[src/dpp_pkg.sv]
// Package for the depth pixel to point block: field widths, register indexes,
// register reset values and the pipeline enable struct. No dependencies.
package dpp_pkg;

  localparam int CoordW = 12;
  localparam int DepthW = 16;
  localparam int ColorW = 8;
  localparam int ScaleW = 32;
  localparam int CenterW = 20;
  localparam int InvW = 24;
  localparam int RangeW = 16;
  localparam int PointW = 24;
  localparam int ZW = 20;
  localparam int ZFullW = DepthW + ScaleW - 12;
  localparam int CfgIdxW = 3;
  localparam int CfgDataW = 32;

  localparam logic [CfgIdxW-1:0] REG_DEPTH_SCALE = 3'd0;
  localparam logic [CfgIdxW-1:0] REG_CENTER_X = 3'd1;
  localparam logic [CfgIdxW-1:0] REG_CENTER_Y = 3'd2;
  localparam logic [CfgIdxW-1:0] REG_INV_FOCAL_X = 3'd3;
  localparam logic [CfgIdxW-1:0] REG_INV_FOCAL_Y = 3'd4;
  localparam logic [CfgIdxW-1:0] REG_MAX_RANGE = 3'd5;

  localparam logic [ScaleW-1:0] RST_DEPTH_SCALE = 32'd65536;
  localparam logic [CenterW-1:0] RST_CENTER_X = 20'd80512;
  localparam logic [CenterW-1:0] RST_CENTER_Y = 20'd59215;
  localparam logic [InvW-1:0] RST_INV_FOCAL_X = 24'd27080;
  localparam logic [InvW-1:0] RST_INV_FOCAL_Y = 24'd27092;
  localparam logic [RangeW-1:0] RST_MAX_RANGE = 16'd3000;

  localparam logic [PointW-1:0] POS_LIMIT = 24'd8388607;
  localparam logic [PointW-1:0] NEG_LIMIT = 24'd8388608;

  typedef struct packed {
    logic en1;
    logic en2;
    logic en3;
    logic en4;
  } pipe_en_t;

endpackage

[src/dpp_axis.sv]
// One lateral axis of the back-projection: offset from the optical center,
// scaling by distance and focal reciprocal, rounding and saturation. Uses dpp_pkg.
module dpp_axis (
  input  logic                                  clk,
  input  dpp_pkg::pipe_en_t                     en,
  input  logic [dpp_pkg::CoordW-1:0]            coord,
  input  logic [dpp_pkg::CenterW-1:0]           center_q8,
  input  logic [dpp_pkg::InvW-1:0]              inv_q24,
  input  logic [dpp_pkg::ZW-1:0]                z_s1,
  output logic signed [dpp_pkg::PointW-1:0]     point_q4
);
  import dpp_pkg::*;

  localparam int ProdW = CenterW + ZW;
  localparam int LoW = InvW;
  localparam int HiW = ProdW - LoW;

  logic [CenterW-1:0] pos;
  logic               neg_nxt;
  logic [CenterW-1:0] mag_nxt;
  logic               neg1_r, neg2_r, neg3_r;
  logic [CenterW-1:0] mag1_r;
  logic [ProdW-1:0]   prod2_r;
  logic [LoW+InvW-1:0] lo3_r;
  logic [HiW+InvW-1:0] hi3_r;
  logic [63:0]        sum;
  logic [31:0]        mag;
  logic [PointW-1:0]  sat;
  logic [PointW-1:0]  point_nxt;
  logic [PointW-1:0]  point_r;

  always_comb begin
    pos = {coord, 8'b0};
    neg_nxt = pos < center_q8;
    mag_nxt = neg_nxt ? (center_q8 - pos) : (pos - center_q8);
  end

  always_ff @(posedge clk) begin
    if (en.en1) begin
      neg1_r <= neg_nxt;
      mag1_r <= mag_nxt;
    end
    if (en.en2) begin
      neg2_r <= neg1_r;
      prod2_r <= ProdW'(mag1_r) * ProdW'(z_s1);
    end
    if (en.en3) begin
      neg3_r <= neg2_r;
      lo3_r <= (LoW+InvW)'(prod2_r[LoW-1:0]) * (LoW+InvW)'(inv_q24);
      hi3_r <= (HiW+InvW)'(prod2_r[ProdW-1:LoW]) * (HiW+InvW)'(inv_q24);
    end
  end

  always_comb begin
    sum = 64'(lo3_r) + {hi3_r, {LoW{1'b0}}} + 64'h0000_0000_8000_0000;
    mag = sum[63:32];
    if (neg3_r) begin
      sat = (mag > 32'(NEG_LIMIT)) ? NEG_LIMIT : mag[PointW-1:0];
      point_nxt = PointW'(0) - sat;
    end else begin
      sat = (mag > 32'(POS_LIMIT)) ? POS_LIMIT : mag[PointW-1:0];
      point_nxt = sat;
    end
  end

  always_ff @(posedge clk) begin
    if (en.en4) begin
      point_r <= point_nxt;
    end
  end

  assign point_q4 = point_r;

endmodule

[config.mk]
export PLATFORM = sky130hd
export DESIGN_NAME = dpp_axis
export DESIGN_NICKNAME = d
export VERILOG_FILES = /design/src/dpp_pkg.sv /design/src/dpp_axis.sv
export SDC_FILE = /design/constraint.sdc
export NUM_CORES = 2
export LEC_CHECK = 0
export ABC_AREA = 1
export ABC_CLOCK_PERIOD_IN_PS = 10600
export BUFFER_PORTS_ARGS = -buffer_cell sky130_fd_sc_hd__buf_2
export CAP_MARGIN = 20
export CORE_MARGIN = 2
export CORE_UTILIZATION = 30
export CTS_CLUSTER_SIZE = 10
export DETAILED_ROUTE_END_ITERATION = 8
export SETUP_SLACK_MARGIN = 0.4
export SYNTH_ARGS = -nofsm -noshare
export SYNTH_HDL_FRONTEND = slang
export SYNTH_SLANG_ARGS = --single-unit
[constraint.sdc]
create_clock -name clk -period 10.6 [get_ports clk]
set_input_delay 0.53 -clock clk [delete_from_list [all_inputs] [get_ports clk]]
set_output_delay 0.53 -clock clk [all_outputs]
set_load 0.02 [all_outputs]
==> impl_metrics.prom <==
# TYPE chip_impl_metric gauge
chip_impl_info{name="run_status",value="completed"} 1
chip_impl_info{name="origin_of_the_critical_flop_to_flop_path",value="mag1_r[10]"} 1
chip_impl_metric{name="gr-total-overflow",unit=""} 0
chip_impl_metric{name="yosys_warnings",unit=""} 0
chip_impl_metric{name="nFillCells",unit=""} 19162
chip_impl_info{name="cts.root.buffer_cell",value="sky130_fd_sc_hd__clkbuf_16"} 1
chip_impl_metric{name="timing.critical_path.fanout_max",unit=""} 20
chip_impl_metric{name="synth_adder_area_share",unit="%"} 52.4
chip_impl_info{name="worst_r2r_endpoint",value="prod2_r[37]"} 1
chip_impl_metric{name="netlist.area_leader.share",unit="%"} 40.9
chip_impl_metric{name="seq_area_frac_synth",unit="%"} 8.35
chip_impl_metric{name="timing.final.crit_period",unit="ns"} 7.77
chip_impl_metric{name="finalCritPeriodShare",unit="%"} 73.3
chip_impl_metric{name="total_die_area",unit="um^2"} 184000
chip_impl_metric{name="grt_first_pass_wirelength",unit="um"} 236000
chip_impl_metric{name="cp_max_stage_delay",unit="ns"} 1.02
chip_impl_info{name="unrepaired_setup_endpoints_after_global_routing",value="false"} 1
chip_impl_metric{name="maxCapViolations",unit=""} 0
chip_impl_info{name="library_cell_with_the_highest_instance_count_after_synthesis",value="sky130_fd_sc_hd__inv_1"} 1
chip_impl_metric{name="post_synth_xor_area_fraction",unit="%"} 2.19
chip_impl_metric{name="path_clk_slew",unit="ns"} 0.07
chip_impl_metric{name="syn_avg_cell_area",unit="um^2"} 7.86
chip_impl_metric{name="area.growth.synth_to_final",unit="%"} 6.59
chip_impl_metric{name="post_cts_setup_buffers",unit=""} 0
chip_impl_metric{name="min_delay_path_depth",unit=""} 1
chip_impl_metric{name="htree_levels",unit=""} 4
chip_impl_info{name="worst_hold_path_type",value="input port to flip-flop"} 1
chip_impl_metric{name="synth_async_sr_flop_share",unit="%"} 0
chip_impl_metric{name="finalWirelength",unit="um"} 143000
chip_impl_metric{name="hold_viol",unit=""} 0
chip_impl_metric{name="layout-drive-gt1-share",unit="%"} 3.90
chip_impl_metric{name="postSynthNetCount",unit=""} 8593
chip_impl_metric{name="routed_via_density",unit=""} 4.52
chip_impl_metric{name="synthesis.instances",unit=""} 6902
chip_impl_metric{name="hpwlAfterDp",unit="um"} 116000
chip_impl_metric{name="cts_inserted_buffers",unit=""} 17
chip_impl_metric{name="wl_per_cell",unit="um"} 15.5
chip_impl_metric{name="final_max_slew_viol_count",unit=""} 0
chip_impl_metric{name="post_synth_mux_area_share",unit="%"} 0.0184
chip_impl_metric{name="synth_edf_count",unit=""} 151
chip_impl_metric{name="ys_types",unit=""} 61
chip_impl_metric{name="maximum_number_of_pins_on_one_net_before_global_route_repair",unit=""} 61
chip_impl_metric{name="ctsHoldBuffers",unit=""} 0
chip_impl_info{name="cp_max_delay_cell",value="sky130_fd_sc_hd__edfxtp_1"} 1
chip_impl_metric{name="clock_latency_reported_for_the_late_side_of_the_worst_skew_pair",unit="ns"} 0.51
chip_impl_metric{name="track_usage",unit="%"} 15.9
chip_impl_metric{name="nets",unit=""} 8507
chip_impl_info{name="critPathLaunchType",value="flip-flop"} 1
chip_impl_metric{name="die-height",unit="um"} 429
chip_impl_metric{name="timing.reg2reg.worst_path_depth",unit=""} 25
chip_impl_metric{name="worst-r2r-setup-slack",unit="ns"} 2.83
chip_impl_metric{name="initial_antenna_violation_count",unit=""} 8
chip_impl_info{name="synth.top_cells.by_area",value="sky130_fd_sc_hd__fa_1 (41%), sky130_fd_sc_hd__inv_1 (14%), sky130_fd_sc_hd__nand2_1 (13%), sky130_fd_sc_hd__ha_1 (12%), sky130_fd_sc_hd__edfxtp_1 (8.4%)"} 1
chip_impl_metric{name="route.antenna.remaining_nets",unit=""} 0
chip_impl_metric{name="worst_ep_required_time",unit="ns"} 10.85
chip_impl_metric{name="gp_congestion",unit=""} 0.890
chip_impl_metric{name="synth_compound_gate_area_share",unit="%"} 4.35
chip_impl_metric{name="via_count",unit=""} 41577
chip_impl_metric{name="worst_pin_slew",unit="ns"} 1.16
chip_impl_metric{name="max_freq",unit="GHz"} 0.129
chip_impl_info{name="ys_top_cells_by_count",value="sky130_fd_sc_hd__inv_1 (2084), sky130_fd_sc_hd__nand2_1 (1869), sky130_fd_sc_hd__fa_1 (1108)"} 1
chip_impl_metric{name="fin_setup_tns",unit="ns"} 0
chip_impl_metric{name="clock_skew",unit="ns"} 0.00868
chip_impl_metric{name="drtIter0Drc",unit=""} 2509
chip_impl_info{name="postSynth.topFlopCell",value="sky130_fd_sc_hd__edfxtp_1"} 1
chip_impl_info{name="holdPathEnd",value="mag1_r[0]"} 1
chip_impl_metric{name="worst-endpoint-arrival",unit="ns"} 8.02
chip_impl_info{name="worstSetupStartpoint",value="mag1_r[10]"} 1
chip_impl_metric{name="synthesis.area",unit="um^2"} 54300
chip_impl_metric{name="remaining_drc_errors",unit=""} 0
chip_impl_metric{name="chipWidth",unit="um"} 429
chip_impl_info{name="cts_tree",value="yes"} 1
chip_impl_info{name="end_kind",value="flip-flop"} 1
chip_impl_metric{name="post_cts_resize_count",unit=""} 0
chip_impl_info{name="criticalPathCategory",value="flip-flop to flip-flop"} 1
chip_impl_metric{name="port-buffer-count",unit=""} 104
chip_impl_metric{name="timing.max_slew.rel_slack",unit="%"} 22.9
chip_impl_metric{name="initial_core_util",unit="%"} 30.1
chip_impl_metric{name="cts.sink_count",unit=""} 151
chip_impl_metric{name="synth-simple-area-share",unit="%"} 16.2
chip_impl_metric{name="count_of_endpoints_failing_setup_in_the_final_report",unit=""} 0
chip_impl_metric{name="first_pass_iteration_count_of_the_detailed_router",unit=""} 6
chip_impl_metric{name="core_area",unit="um^2"} 180000
chip_impl_metric{name="synth_seq_cells",unit=""} 151
chip_impl_info{name="netlist.top_cell.by_area",value="sky130_fd_sc_hd__fa_1"} 1
chip_impl_metric{name="floorplan.rows",unit=""} 156
chip_impl_info{name="hold_path.startpoint",value="center_q8[0]"} 1
chip_impl_metric{name="num_io_pins",unit=""} 105
chip_impl_metric{name="via_count_of_the_first_global_routing_pass",unit=""} 44751
chip_impl_info{name="synth_top_family_by_area",value="adder cells"} 1
chip_impl_metric{name="clock_path_buffers",unit=""} 2
[sequential cells by signal, indices dropped and copies added (netlist names)]
| signal | flops |
|---|---|
| hi3_r | 40 |
| prod2_r | 40 |
| lo3_r | 24 |
| neg2_r | 1 |
| neg1_r | 1 |
| mag1_r | 20 |
| neg3_r | 1 |
| point_q4 | 24 |
[worst max-delay path: cells and delay by family (launching register included)]
| kind | cells | cell delay [ns] |
|---|---|---|
| xor+xnor | 1 | 0.15 |
| buf+inv | 7 | 0.43 |
| flops | 1 | 1.02 |
| fa+ha+maj | 8 | 4.05 |
| simple gates | 1 | 0.21 |
| compound gates | 8 | 1.66 |
[layout make-up]
class                      instances  area, um^2  share of cell area (%)
clock buffer                      18         429                   0.742
antenna                            1        2.50                 0.00432
sequential                       151        4530                    7.84
clock inverter                    14         209                   0.361
tap                             2370        2970                    5.13
timing repair buffer             166        1030                    1.77
inverter                        2101        7890                    13.6
multi-input combinational       4379       40800                    70.5
[worst max-delay path by stage]
| stage | to | slack, ns | cells past startpoint |
|---|---|---|---|
| finish | prod2_r[37] | 2.83 | 25 |
| global route | prod2_r[37] | 2.45 | 27 |
| CTS | prod2_r[37] | 2.81 | 25 |
| detailed placement | prod2_r[37] | 2.80 | 25 |
| global placement | prod2_r[37] | 2.89 | 25 |
| floorplan | prod2_r[30] | 3.70 | 31 |
[metal layers]
layer  vias up  track usage (%)  part of all wire, %
li1      19580                -                    -
met1     20589             20.7                   43
met2      1215             27.8                   49
met3       181             2.26                  5.8
met4        12             4.04                  2.2
met5         -                0                0.054
[cells by family (layout without fill, tap and decap cells)]
kind of cell | Yosys count | after routing
XOR/XNOR | 134 | 134
buffers and inverters | 2372 | 2299
other | 0 | 1
multiplexers | 1 | 1
adder cells (fa/ha/maj) | 1610 | 1610
AND/OR/NAND/NOR | 2223 | 2223
AO/OA/AOI/OAI | 411 | 411
flip-flops | 151 | 151
[metrics by stage]
step / hold slack [ns] / utilization [%] / setup WS (ns) / std cells / area (um^2)
3_5_place_dp: 0.559 / 31.7 / 2.80 / 9166 / 57200
2_1_floorplan: 0.400 / - / 3.70 / 6902 / 54300
4_1_cts: 0.197 / 32.1 / 2.81 / 9198 / 57800
5_1_grt: 0.223 / 32.1 / 2.45 / 9199 / 57900
3_3_place_gp: 0.554 / 31.7 / 2.89 / 9165 / 57200
6_report: 0.236 / 32.1 / 2.83 / 9200 / 57900
[cell usage in the layout (no fill, tap or decap), types with 7 or more instances in the layout]
cell type | Yosys | layout
sky130_fd_sc_hd__edfxtp_1 | 151 | 151
sky130_fd_sc_hd__fa_1 | 1108 | 1108
sky130_fd_sc_hd__xnor2_1 | 46 | 46
sky130_fd_sc_hd__xor2_1 | 86 | 86
sky130_fd_sc_hd__o21a_1 | 11 | 11
sky130_fd_sc_hd__a21boi_0 | 7 | 7
sky130_fd_sc_hd__nor2_1 | 166 | 166
sky130_fd_sc_hd__o21ai_0 | 106 | 106
sky130_fd_sc_hd__nand2_1 | 1869 | 1869
sky130_fd_sc_hd__buf_2 | 3 | 104
sky130_fd_sc_hd__nor2_2 | 15 | 15
sky130_fd_sc_hd__o21ai_1 | 13 | 13
sky130_fd_sc_hd__nand4_1 | 18 | 18
sky130_fd_sc_hd__inv_2 | 13 | 13
sky130_fd_sc_hd__buf_4 | 1 | 60
sky130_fd_sc_hd__nor4_1 | 10 | 10
sky130_fd_sc_hd__inv_1 | 2084 | 2084
sky130_fd_sc_hd__clkbuf_16 | 0 | 17
sky130_fd_sc_hd__a21oi_1 | 176 | 176
sky130_fd_sc_hd__nand2_2 | 14 | 14
sky130_fd_sc_hd__nand3b_1 | 10 | 10
sky130_fd_sc_hd__a31oi_1 | 31 | 31
sky130_fd_sc_hd__a21o_1 | 12 | 12
sky130_fd_sc_hd__o41ai_1 | 7 | 7
sky130_fd_sc_hd__ha_1 | 502 | 502
sky130_fd_sc_hd__o211ai_1 | 14 | 14
sky130_fd_sc_hd__o21bai_1 | 9 | 9
sky130_fd_sc_hd__nand3_1 | 79 | 79
sky130_fd_sc_hd__nor3_1 | 19 | 19
Power is left out: the tool's default activity adds up to more than one toggle a clock period on the data nets, which glitch-free logic cannot reach.
