==> config.mk <==
export PLATFORM = sky130hd
export DESIGN_NAME = dpp_ctl
export DESIGN_NICKNAME = d
export VERILOG_FILES = /design/src/dpp_pkg.sv /design/src/dpp_ctl.sv
export SDC_FILE = /design/constraint.sdc
export NUM_CORES = 1
export LEC_CHECK = 0
export ABC_AREA = 1
export BUFFER_PORTS_ARGS = -buffer_cell sky130_fd_sc_hd__buf_2
export CAP_MARGIN = 40
export CORE_AREA = 10 10 47 49
export CTS_CLUSTER_SIZE = 10
export DETAILED_ROUTE_END_ITERATION = 12
export DIE_AREA = 0 0 57 59
export PLACE_DENSITY = 0.32
export SLEW_MARGIN = 20
export SYNTH_ARGS = -nofsm -noshare
export SYNTH_HDL_FRONTEND = slang
export SYNTH_SLANG_ARGS = --single-unit
==> constraint.sdc <==
create_clock -name clk -period 0.9 [get_ports clk]
set_input_delay 0.045 -clock clk [delete_from_list [all_inputs] [get_ports clk]]
set_output_delay 0.045 -clock clk [all_outputs]
set_load 0.01 [all_outputs]
==> src/dpp_pkg.sv <==
// Package for the depth pixel to point block: field widths, register indexes,
// register reset values and the pipeline enable struct. No dependencies.
package dpp_pkg;

  localparam int CoordW = 12;
  localparam int DepthW = 16;
  localparam int ColorW = 8;
  localparam int ScaleW = 32;
  localparam int CenterW = 20;
  localparam int InvW = 24;
  localparam int RangeW = 16;
  localparam int PointW = 24;
  localparam int ZW = 20;
  localparam int ZFullW = DepthW + ScaleW - 12;
  localparam int CfgIdxW = 3;
  localparam int CfgDataW = 32;

  localparam logic [CfgIdxW-1:0] REG_DEPTH_SCALE = 3'd0;
  localparam logic [CfgIdxW-1:0] REG_CENTER_X = 3'd1;
  localparam logic [CfgIdxW-1:0] REG_CENTER_Y = 3'd2;
  localparam logic [CfgIdxW-1:0] REG_INV_FOCAL_X = 3'd3;
  localparam logic [CfgIdxW-1:0] REG_INV_FOCAL_Y = 3'd4;
  localparam logic [CfgIdxW-1:0] REG_MAX_RANGE = 3'd5;

  localparam logic [ScaleW-1:0] RST_DEPTH_SCALE = 32'd65536;
  localparam logic [CenterW-1:0] RST_CENTER_X = 20'd80512;
  localparam logic [CenterW-1:0] RST_CENTER_Y = 20'd59215;
  localparam logic [InvW-1:0] RST_INV_FOCAL_X = 24'd27080;
  localparam logic [InvW-1:0] RST_INV_FOCAL_Y = 24'd27092;
  localparam logic [RangeW-1:0] RST_MAX_RANGE = 16'd3000;

  localparam logic [PointW-1:0] POS_LIMIT = 24'd8388607;
  localparam logic [PointW-1:0] NEG_LIMIT = 24'd8388608;

  typedef struct packed {
    logic en1;
    logic en2;
    logic en3;
    logic en4;
  } pipe_en_t;

endpackage

==> src/dpp_ctl.sv <==
// Pipeline control for the depth pixel to point block: stage valid bits,
// per-stage advance enables and the input stall. Uses dpp_pkg.
module dpp_ctl (
  input  logic              clk,
  input  logic              rst_n,
  input  logic              in_valid,
  input  logic              drop_s1,
  input  logic              out_stall,
  output logic              in_stall,
  output logic              out_valid,
  output dpp_pkg::pipe_en_t en
);
  import dpp_pkg::*;

  logic v1_r, v2_r, v3_r, v4_r;
  logic v1_nxt, v2_nxt, v3_nxt, v4_nxt;

  always_comb begin
    en.en4 = !v4_r || !out_stall;
    en.en3 = !v3_r || en.en4;
    en.en2 = !v2_r || en.en3;
    en.en1 = !v1_r || en.en2;
    v1_nxt = en.en1 ? in_valid : v1_r;
    v2_nxt = en.en2 ? (v1_r && !drop_s1) : v2_r;
    v3_nxt = en.en3 ? v2_r : v3_r;
    v4_nxt = en.en4 ? v3_r : v4_r;
  end

  always_ff @(posedge clk) begin
    if (!rst_n) begin
      v1_r <= 1'b0;
      v2_r <= 1'b0;
      v3_r <= 1'b0;
      v4_r <= 1'b0;
    end else begin
      v1_r <= v1_nxt;
      v2_r <= v2_nxt;
      v3_r <= v3_nxt;
      v4_r <= v4_nxt;
    end
  end

  assign in_stall = !en.en1;
  assign out_valid = v4_r;

  a_stall_full: assert property (@(posedge clk) disable iff (!rst_n)
    in_stall |-> (v1_r && v2_r && v3_r && v4_r))
    else $error("input stalled with a bubble in the pipeline");

  a_keep_request: assert property (@(posedge clk) disable iff (!rst_n)
    (v1_r && !drop_s1 && en.en2) |=> v2_r)
    else $error("request lost between stage 1 and stage 2");

  a_advance: assert property (@(posedge clk) disable iff (!rst_n)
    (v2_r && en.en3) |=> v3_r)
    else $error("request lost between stage 2 and stage 3");

endmodule

==> results.sh, run 1 <==
export IMPL_slowest_stage="dfxtp_2"
export IMPL_slew_viol_final=0
export IMPL_syn_to_final_growth_pct=91.6
export IMPL_period_share_pct=119
export IMPL_synth_nets=24
export IMPL_gp_congestion=0.640
export IMPL_viasPerCell=3.39
export IMPL_hold_viol_final=0
export IMPL_coreArea_um2=1400
export IMPL_setup_slack_ns=-0.169
export IMPL_drt_iter0_drc=2
export IMPL_path_buf_inv=2
export IMPL_cts_buffer_depth=2
export IMPL_ios=11
export IMPL_final_setup_tns_ns=-0.634
export IMPL_clock_fmax_ghz=0.935
export IMPL_ys_warn_count=0
export IMPL_cpPeakStageDelay_ns=0.34
export IMPL_grt_start_max_net_pins=5
export IMPL_ir_worst_vdd_uv=648
export IMPL_wl_per_cell_um=9.59
export IMPL_crit_path_end_kind="output port"
export IMPL_arrival_ns=1.02
export IMPL_vias=173
export IMPL_violations="setup timing"
export IMPL_clkSinkCount=4
export IMPL_synth_seq_cells=4
export IMPL_power_density_nw_per_um2=1360
export IMPL_synth_top_family_by_area="simple AND/OR/NAND/NOR gates"
export IMPL_dieArea_um2=3360
export IMPL_hpwl_um=393
export IMPL_fin_nets=42
export IMPL_wl_um=489
export IMPL_grt_usage_pct=3.20
export IMPL_grt_pass1_vias=182
export IMPL_maxCapViolCount=0
export IMPL_cts_htree_levels=1
export IMPL_fill_cells=161
export IMPL_worstPathMaxFanout=4
export IMPL_drive_above_1_share_pct=68.6
export IMPL_crit_path_cell_trace="nand2_4 -> nor2_4 -> nand3_4 -> inv_2 -> buf_6"
export IMPL_clock_latency_ns=0.23
export IMPL_ctsHoldBuffers=0
export IMPL_cts_tree="built"
export IMPL_crit_family="flip-flops"
export IMPL_grt_overflow_total=0
export IMPL_critPathLaunchType="flip-flop"
export IMPL_r2r_setup_slack_ns=-0.05
export IMPL_hp_class="input port to flip-flop"
export IMPL_grt_pass1_wl_um=759
export IMPL_whs_ns=0.0333
export IMPL_syn_area_um2=164
export IMPL_antenna_found_initial=0
export IMPL_setup_violations=6
export IMPL_synth_xor_area_share_pct=0
export IMPL_post_route_min_period_ns=1.07
export IMPL_clkTransAtPathRegs_ns=0.04
export IMPL_rows=14
export IMPL_yosys_area_share_simple_pct=21.4
export IMPL_layout_commonest_cell="buf_2"
export IMPL_antenna_cells=0
export IMPL_dp_cells=45
export IMPL_avgSynthCellArea_um2=8.63
export IMPL_port_buffers=10
export IMPL_cts_root_buf="clkbuf_4"
export IMPL_worstMarginPinSlew_ns=0.187
export IMPL_synth_compound_area_share_pct=16.0
export IMPL_route_detailed_drc=0
export IMPL_leakagePower_uw=0.000149
export IMPL_layout_common_cells="buf_2, inv_1"
export IMPL_syn_instance_count=19
export IMPL_die_x_um=57
export IMPL_relSlewSlack_pct=87.5
export IMPL_seq_area_um2=81.3
export IMPL_rsz0062_at_grt="yes"
export IMPL_yosysSeqAreaShare_pct=48.9
export IMPL_instances_no_fill=51
export IMPL_crit_type="flip-flop to output port"
export IMPL_drt_pass1_iterations=2
export IMPL_skew_ns=0.00121
export IMPL_ant_nets=0
export IMPL_synthAdderAreaFrac_pct=0
export IMPL_synth_mux_area_fraction_pct=0
export IMPL_crit_required_ns=0.85
export IMPL_ys_types=10
export IMPL_initial_utilization_pct=11.7
export IMPL_status="finished with violations"
export IMPL_numCtsBuffers=3
export IMPL_fp_dieH_um=59
export IMPL_multi_input_comb_area_um2=76.3
## stage by stage
| step | power, uW | setup slack (ns) | area [um2] | util, % |
|---|---|---|---|---|
| detailed placement | 213 | -0.00923 | 245 | 17.5 |
| CTS | 440 | -0.189 | 314 | 22.4 |
| global route | 455 | -0.231 | 314 | 22.4 |
| global placement | 212 | 0.0317 | 245 | 17.5 |
| floorplan | 201 | 0.00713 | 175 | - |
| finish | 426 | -0.169 | 314 | 22.4 |
## worst register-to-register path, delay by kind of cell, from the launching register on
| family | cells | cell delay (ns) |
|---|---|---|
| flops | 1 | 0.34 |
| simple gates | 3 | 0.31 |
| buf+inv | 1 | 0.14 |
| compound gates | 1 | 0.10 |
## flip-flops by register name, indices dropped and copies added (netlist names)
signal	cells
out_valid	1
v1_r	1
v2_r	1
v3_r	1
## worst paths after layout
kind | start | endpoint | cells past startpoint
worst max-delay path | out_valid$_SDFFE_PN0P_ | in_stall | 5
worst min-delay path | rst_n | v3_r$_SDFFE_PN0P_ | 2
worst max register to register | out_valid$_SDFFE_PN0P_ | v1_r$_SDFFE_PN0P_ | 5
worst min register to register | v3_r$_SDFFE_PN0P_ | out_valid$_SDFFE_PN0P_ | 2
## final cells by class
cell class	count	area share, %
Inverter	6	7.17
Multi-Input combinational cell	9	24.3
Timing Repair Buffer	13	29.1
Clock buffer	3	7.17
Sequential cell	4	25.9
Tap cell	16	6.37
## where the power goes
group / internal, uW / total [uW] / switching, uW
Sequential: 184 / 189 / 4.99
Combinational: 12.2 / 24.0 / 11.8
Clock: 149 / 214 / 65.0
Total: 344 / 426 / 81.7
## logic make-up after synthesis
family / Yosys count
AOI/OAI and AO/OA: 4
DFF: 4
buffers and inverters: 6
and+or+nand+nor: 5
## cells in the mapped netlist, drive strengths merged
cell	n	area share [%]
nand3	1	6.1
inv	6	14
o21a	1	4.6
dfxtp	4	49
nand2	3	8.4
nor2	1	6.9
a21oi	3	11
## per-layer routing
metal / up-vias / global-route usage (%) / routed length [um]
met4: 0 / 1.01 / 4
met2: 11 / 3.10 / 160
met3: 2 / 5.79 / 112
met1: 69 / 2.86 / 211
li1: 91 / - / -
met5: - / 0 / 0
## repair_timing
item,in CTS,in global routing
endpoints found under the setup margin,4,6
gates resized for setup,5,0
gates cloned,0,0
setup buffers,3,1
pin swaps,3,0
Power figures use the tool's default switching activity.
==> inputs of run 2 (changes only) <==
--- a/config.mk
+++ b/config.mk
@@ -5,14 +5,13 @@
 export SDC_FILE = /design/constraint.sdc
 export NUM_CORES = 1
 export LEC_CHECK = 0
-export ABC_AREA = 1
 export BUFFER_PORTS_ARGS = -buffer_cell sky130_fd_sc_hd__buf_2
 export CAP_MARGIN = 40
 export CORE_AREA = 10 10 47 49
 export CTS_CLUSTER_SIZE = 10
 export DETAILED_ROUTE_END_ITERATION = 12
 export DIE_AREA = 0 0 57 59
-export PLACE_DENSITY = 0.32
+export PLACE_DENSITY = 0.43
 export SLEW_MARGIN = 20
 export SYNTH_ARGS = -nofsm -noshare
 export SYNTH_HDL_FRONTEND = slang
==> constraint.sdc (replaced) <==
create_clock -name clk -period 1.15 [get_ports clk]
set_input_delay 0.0575 -clock clk [delete_from_list [all_inputs] [get_ports clk]]
set_output_delay 0.0575 -clock clk [all_outputs]
set_load 0.01 [all_outputs]
==> run 2 against run 1 <==
Largest cell class is now multi-input combinational cells. Critical path type unchanged. Total power down 19%. Combinational power down 20%. Core utilization down 2.3 points. Global-route usage up 0.21 points. Die area unchanged. Via count up 5.8%. Critical endpoint unchanged. Largest power group unchanged. The flow now finishes without violations. Sequential share of layout area up 3.4 points.
==> results.sh, run 2 <==
export IMPL_met3WireLength_um=98
export IMPL_ys_top_cells_by_count="dfxtp_1, nand2_1"
export IMPL_hold_viol_final=0
export IMPL_relSlewSlack_pct=91.7
export IMPL_hp_class="input port to flip-flop"
export IMPL_leakagePower_uw=0.000115
export IMPL_whs_ns=0.0238
export IMPL_rows=14
export IMPL_viasPerCell=3.73
export IMPL_port_buffers=10
export IMPL_vias=183
export IMPL_antenna_found_initial=0
export IMPL_numCtsBuffers=3
export IMPL_arrival_ns=1.05
export IMPL_cts_tree="built"
export IMPL_grt_pass1_wl_um=807
export IMPL_grt_start_max_net_pins=6
export IMPL_grt_pass1_vias=189
export IMPL_ant_nets=0
export IMPL_wl_met1_um=235
export IMPL_multi_input_comb_area_um2=85.1
export IMPL_syn_area_um2=170
export IMPL_r2r_setup_slack_ns=0.33
export IMPL_dr_max_layer_used="met3"
export IMPL_route_detailed_drc=0
export IMPL_fill_cells=161
export IMPL_pre_cts_ws_ns=0.241
export IMPL_r2r_end="v1_r$_SDFFE_PN0P_"
export IMPL_yosysTopAreaCell="dfxtp_1"
export IMPL_syn_instance_count=19
export IMPL_initial_utilization_pct=12.1
export IMPL_dr_wl_met2_um=141
export IMPL_die_x_um=57
export IMPL_clkSinkCount=4
export IMPL_post_route_min_period_ns=1.11
export IMPL_drt_pass1_iterations=2
export IMPL_syn_to_final_growth_pct=65.4
export IMPL_setup_slack_ns=0.0380
export IMPL_critPathLaunchType="flip-flop"
export IMPL_yosys_top_cells_area="dfxtp_1, nand2_1, a21boi_2, and4_4, o21ai_2"
export IMPL_fin_nets=40
export IMPL_crit_path_cell_trace="and4_4 -> and2_4 -> buf_6"
export IMPL_wl_per_cell_um=9.69
export IMPL_slowest_stage="dfxtp_2"
export IMPL_worstHoldEndpoint="v1_r$_SDFFE_PN0P_"
export IMPL_avgSynthCellArea_um2=8.96
export IMPL_synth_seq_cells=4
export IMPL_crit_family="simple AND/OR/NAND/NOR gates"
export IMPL_drt_iter0_drc=1
export IMPL_r2r_start="out_valid$_SDFFE_PN0P_"
export IMPL_grt_usage_pct=3.41
export IMPL_synth_edf_count=0
export IMPL_layout_common_cells="buf_2, nand2_1, clkbuf_4"
export IMPL_final_util_pct=20.1
export IMPL_cts_root_buf="clkbuf_4"
export IMPL_grt_overflow_total=0
export IMPL_coreArea_um2=1400
export IMPL_hpwl_um=383
export IMPL_seq_area_um2=82.6
export IMPL_yosysSeqAreaShare_pct=47.1
export IMPL_synth_top_area_share_pct=47.1
export IMPL_setup_violations=0
export IMPL_path_buf_inv=1
export IMPL_ys_types=13
export IMPL_skew_ns=0.00201
export IMPL_crit_required_ns=1.09
export IMPL_dieArea_um2=3360
export IMPL_gp_congestion=0.627
export IMPL_synth_nets=24
export IMPL_final_setup_tns_ns=0
export IMPL_slew_viol_final=0
export IMPL_clock_latency_ns=0.24
export IMPL_power_density_nw_per_um2=1230
export IMPL_maxCapViolCount=0
export IMPL_worstPathMaxFanout=4
export IMPL_ys_async_sr_fraction_pct=0
export IMPL_ios=11
export IMPL_hold_path_depth=3
export IMPL_synth_ff_type="dfxtp_1"
export IMPL_cts_buffer_depth=2
export IMPL_rsz0062_at_grt="yes"
export IMPL_period_share_pct=96.7
export IMPL_reg2regPathDepth=3
export IMPL_wl_um=475
export IMPL_ir_worst_vdd_uv=390
export IMPL_fp_dieH_um=59
export IMPL_ys_warn_count=0
export IMPL_cpPeakStageDelay_ns=0.34
export IMPL_crit_type="flip-flop to output port"
export IMPL_antenna_cells=0
export IMPL_status="complete, no violations"
export IMPL_layout_commonest_cell="buf_2"
export IMPL_clkTransAtPathRegs_ns=0.04
export IMPL_crit_path_end_kind="output port"
export IMPL_cts_htree_levels=1
export IMPL_clock_fmax_ghz=0.899
export IMPL_worstMarginPinSlew_ns=0.124
export IMPL_hold_path_startpoint="in_valid"
export IMPL_drive_above_1_share_pct=63.6
-- run 2: what timing repair did --
| action | in CTS | in global routing |
|---|---|---|
| pin swaps | 0 | 1 |
| hold buffers | 0 | 0 |
| buffers inserted | 0 | 1 |
| endpoints found under the setup margin | 1 | 1 |
| hold endpoints to repair | 0 | 0 |
| resized for setup | 2 | 2 |
-- run 2: logic make-up after synthesis --
kind of cell	count (synthesis)	share of synthesized area [%]
flip-flops	4	47.1
AND/OR/NAND/NOR	9	29.4
AO/OA/AOI/OAI	4	19.1
buffers and inverters	2	4.41
-- run 2: cell type report --
type | count | share of cell area [%]
Timing Repair Buffer | 11 | 22.7
Sequential cell | 4 | 29.3
Tap cell | 16 | 7.11
Clock buffer | 3 | 8.00
Multi-Input combinational cell | 13 | 30.2
Inverter | 2 | 2.67
-- run 2: worst reg2reg max path: cells and delay by family (launching register included) --
family,cells,cell delay [ns]
AOI/OAI and AO/OA,1,0.12
buffers and inverters,1,0.06
DFF,1,0.34
and+or+nand+nor,1,0.25
-- run 2: routing by layer --
layer / vias up / GRT usage [%]
met5: - / 0
met1: 78 / 3.91
met3: 0 / 4.72
li1: 92 / -
met2: 13 / 2.79
met4: 0 / 2.01
-- run 2: per-stage QoR --
step / total power [uW] / std cells / cell area [um2]
floorplan: 156 / 19 / 170
global placement: 168 / 45 / 240
detailed placement: 168 / 45 / 240
CTS: 353 / 48 / 265
global route: 370 / 49 / 282
finish: 345 / 49 / 282
-- run 2: power by group --
group / total, uW / internal [uW] / switching (uW)
clock network: 179 / 117 / 61.7
registers: 147 / 144 / 3.24
logic: 19.3 / 10.9 / 8.36
-- run 2: how the worst max path moves through the flow --
stage | startpoint | end | slack (ns) | depth (start not counted)
after global routing | out_valid$_SDFFE_PN0P_ | in_stall | -0.01 | 3
final | out_valid$_SDFFE_PN0P_ | in_stall | 0.04 | 3
after global placement | out_valid$_SDFFE_PN0P_ | in_stall | 0.24 | 3
after floorplan | out_valid$_SDFFE_PN0P_ | v1_r$_SDFFE_PN0P_ | 0.27 | 3
after detailed placement | out_valid$_SDFFE_PN0P_ | in_stall | 0.24 | 3
after CTS | out_valid$_SDFFE_PN0P_ | in_stall | 0.02 | 3
==> inputs of run 3 (changes only) <==
--- a/config.mk
+++ b/config.mk
@@ -7,11 +7,14 @@
 export LEC_CHECK = 0
 export BUFFER_PORTS_ARGS = -buffer_cell sky130_fd_sc_hd__buf_2
 export CAP_MARGIN = 40
+export CELL_PAD_IN_SITES_DETAIL_PLACEMENT = 1
+export CELL_PAD_IN_SITES_GLOBAL_PLACEMENT = 2
 export CORE_AREA = 10 10 47 49
 export CTS_CLUSTER_SIZE = 10
 export DETAILED_ROUTE_END_ITERATION = 12
 export DIE_AREA = 0 0 57 59
-export PLACE_DENSITY = 0.43
+export PLACE_DENSITY = 0.62
+export RECOVER_POWER = 100
 export SLEW_MARGIN = 20
 export SYNTH_ARGS = -nofsm -noshare
 export SYNTH_HDL_FRONTEND = slang
==> run 3 against run 2 <==
Total power is 2.2% lower. First-iteration DRC count rose by 100%. Clock power fell by 4%. Fmax rose by 0.86%. Largest cell class unchanged.
==> results.sh, run 3 (same netlist as run 2, synthesis figures left out) <==
export IMPL_fill_cells=180
export IMPL_dp_cells=45
export IMPL_skew_ns=0.00138
export IMPL_maxCapViolCount=0
export IMPL_route_detailed_drc=0
export IMPL_cts_buffer_depth=2
export IMPL_crit_path_end_kind="output port"
export IMPL_status="complete, no violations"
export IMPL_post_route_min_period_ns=1.10
export IMPL_dieArea_um2=3360
export IMPL_cpPeakStageDelay_ns=0.33
export IMPL_switching_share_pct=19.8
export IMPL_comb_power_share_pct=5.8
export IMPL_ant_nets=0
export IMPL_cts_tree="built"
export IMPL_wl_per_cell_um=11.4
export IMPL_crit_required_ns=1.09
export IMPL_hold_path_startpoint="in_valid"
export IMPL_ir_worst_vdd_uv=213
export IMPL_grt_start_max_net_pins=6
export IMPL_rsz0062_at_grt="yes"
export IMPL_cts_htree_levels=1
export IMPL_antenna_cells=0
export IMPL_hold_viol_final=0
export IMPL_leakagePower_uw=0.000107
export IMPL_hp_class="input port to flip-flop"
export IMPL_rows=14
export IMPL_reg2regPathDepth=3
export IMPL_wl_um=559
export IMPL_syn_to_final_growth_pct=61.0
export IMPL_arrival_ns=1.04
export IMPL_coreArea_um2=1400
export IMPL_drt_pass1_iterations=2
export IMPL_drive_above_1_share_pct=51.5
export IMPL_clkTransAtPathRegs_ns=0.04
export IMPL_fp_dieH_um=59
export IMPL_clkSinkCount=4
export IMPL_numCtsBuffers=3
export IMPL_worstPathMaxFanout=3
export IMPL_crit_type="flip-flop to output port"
export IMPL_gp_congestion=0.638
export IMPL_antenna_found_initial=0
export IMPL_period_share_pct=95.9
export IMPL_viasPerCell=3.92
export IMPL_grt_pass1_vias=227
export IMPL_worstMarginPinSlew_ns=0.150
export IMPL_critPathLaunchType="flip-flop"
export IMPL_r2r_end="v3_r$_SDFFE_PN0P_"
export IMPL_cts_root_buf="clkbuf_4"
export IMPL_internal_power_uw=271
export IMPL_ctsHoldBuffers=0
export IMPL_relSlewSlack_pct=90.0
export IMPL_hold_path_depth=3
export IMPL_power_switching_uw=66.8
export IMPL_power_density_nw_per_um2=1230
export IMPL_grt_pass1_wl_um=938
export IMPL_slowest_stage="dfxtp_2"
export IMPL_dpl_cell_area_um2=240
export IMPL_layout_common_cells="buf_2, nand2_1, clkbuf_4, dfxtp_1, clkbuf_1"
export IMPL_instances_no_fill=49
export IMPL_drt_iter0_drc=2
export IMPL_design_area_um2=274
export IMPL_whs_ns=0.0232
export IMPL_ios=11
export IMPL_path_buf_inv=1
export IMPL_final_util_pct=19.6
export IMPL_slew_viol_final=0
export IMPL_die_x_um=57
export IMPL_worstHoldEndpoint="v1_r$_SDFFE_PN0P_"
export IMPL_layout_commonest_cell="buf_2"
export IMPL_grt_overflow_total=0
export IMPL_clkPwrFrac_pct=50.7
export IMPL_setup_violations=0
export IMPL_port_buffers=10
export IMPL_p_total_uw=337
export IMPL_clock_fmax_ghz=0.907
export IMPL_pwr_share_seq_pct=43.5
export IMPL_grt_usage_pct=3.93
export IMPL_fin_nets=40
export IMPL_r2r_start="out_valid$_SDFFE_PN0P_"
export IMPL_clock_latency_ns=0.23
export IMPL_initial_utilization_pct=12.1
export IMPL_crit_family="simple AND/OR/NAND/NOR gates"
export IMPL_vias=192
export IMPL_r2r_setup_slack_ns=0.32
export IMPL_crit_path_cell_trace="and4_4 -> and2_4 -> buf_6"
-- run 3: changes by cell type in the layout (fill, tap and decap cells not counted), sizes merged --
cell    change
buf         -5
clkbuf      +5
-- run 3: final cells by class --
| type | count | area, um2 | area share (%) |
|---|---|---|---|
| Sequential cell | 4 | 81.3 | 29.7 |
| Clock buffer | 3 | 22.5 | 8.22 |
| Inverter | 2 | 7.51 | 2.74 |
| Timing Repair Buffer | 11 | 57.6 | 21.0 |
| Tap cell | 16 | 20.0 | 7.31 |
| Multi-Input combinational cell | 13 | 85.1 | 31.1 |
-- run 3: worst register-to-register path: stages, from the launching register on --
cell	delay [ns]
dfxtp_1	0.32
clkbuf_1	0.16
nand3_1	0.11
a21boi_0	0.16
-- run 3: power groups by stage --
stage	registers (uW)	logic [uW]	clock network [uW]
final	147	19.6	171
after global routing	147	22.4	199
after global placement	148	18.1	0
after CTS	147	20.6	185
after detailed placement	149	19.7	0
after floorplan	148	7.85	0
-- run 3: how the worst max path moves through the flow --
stage,startpoint,end,slack [ns],cells after the start
2_1_floorplan,out_valid$_SDFFE_PN0P_,v1_r$_SDFFE_PN0P_,0.27,3
3_3_place_gp,out_valid$_SDFFE_PN0P_,in_stall,0.25,3
3_5_place_dp,out_valid$_SDFFE_PN0P_,in_stall,0.23,3
4_1_cts,v2_r$_SDFFE_PN0P_,in_stall,0.02,3
5_1_grt,v3_r$_SDFFE_PN0P_,in_stall,-0.005,3
6_report,v3_r$_SDFFE_PN0P_,in_stall,0.05,3
-- run 3: what timing repair did --
item | in CTS | in global routing
endpoints found under the hold margin | 0 | 0
pin swaps | 1 | 1
endpoints found under the setup margin | 1 | 1
buffers inserted | 1 | 0
gates resized for setup | 2 | 3
-- run 3: per-layer routing --
metal | part of all wire, % | vias to the layer above | global-route usage, %
met5 | 0 | - | 0
met4 | 0 | 0 | 4.03
met3 | 23 | 0 | 4.72
met2 | 40 | 11 | 4.50
met1 | 38 | 89 | 3.33
li1 | - | 92 | -
-- run 3: per-stage QoR --
stage / worst slack, ns / setup TNS, ns
after floorplan: 0.267 / 0
after global placement: 0.248 / 0
after detailed placement: 0.228 / 0
final: 0.0475 / 0
after CTS: 0.0204 / 0
after global routing: -0.00469 / -0.00469
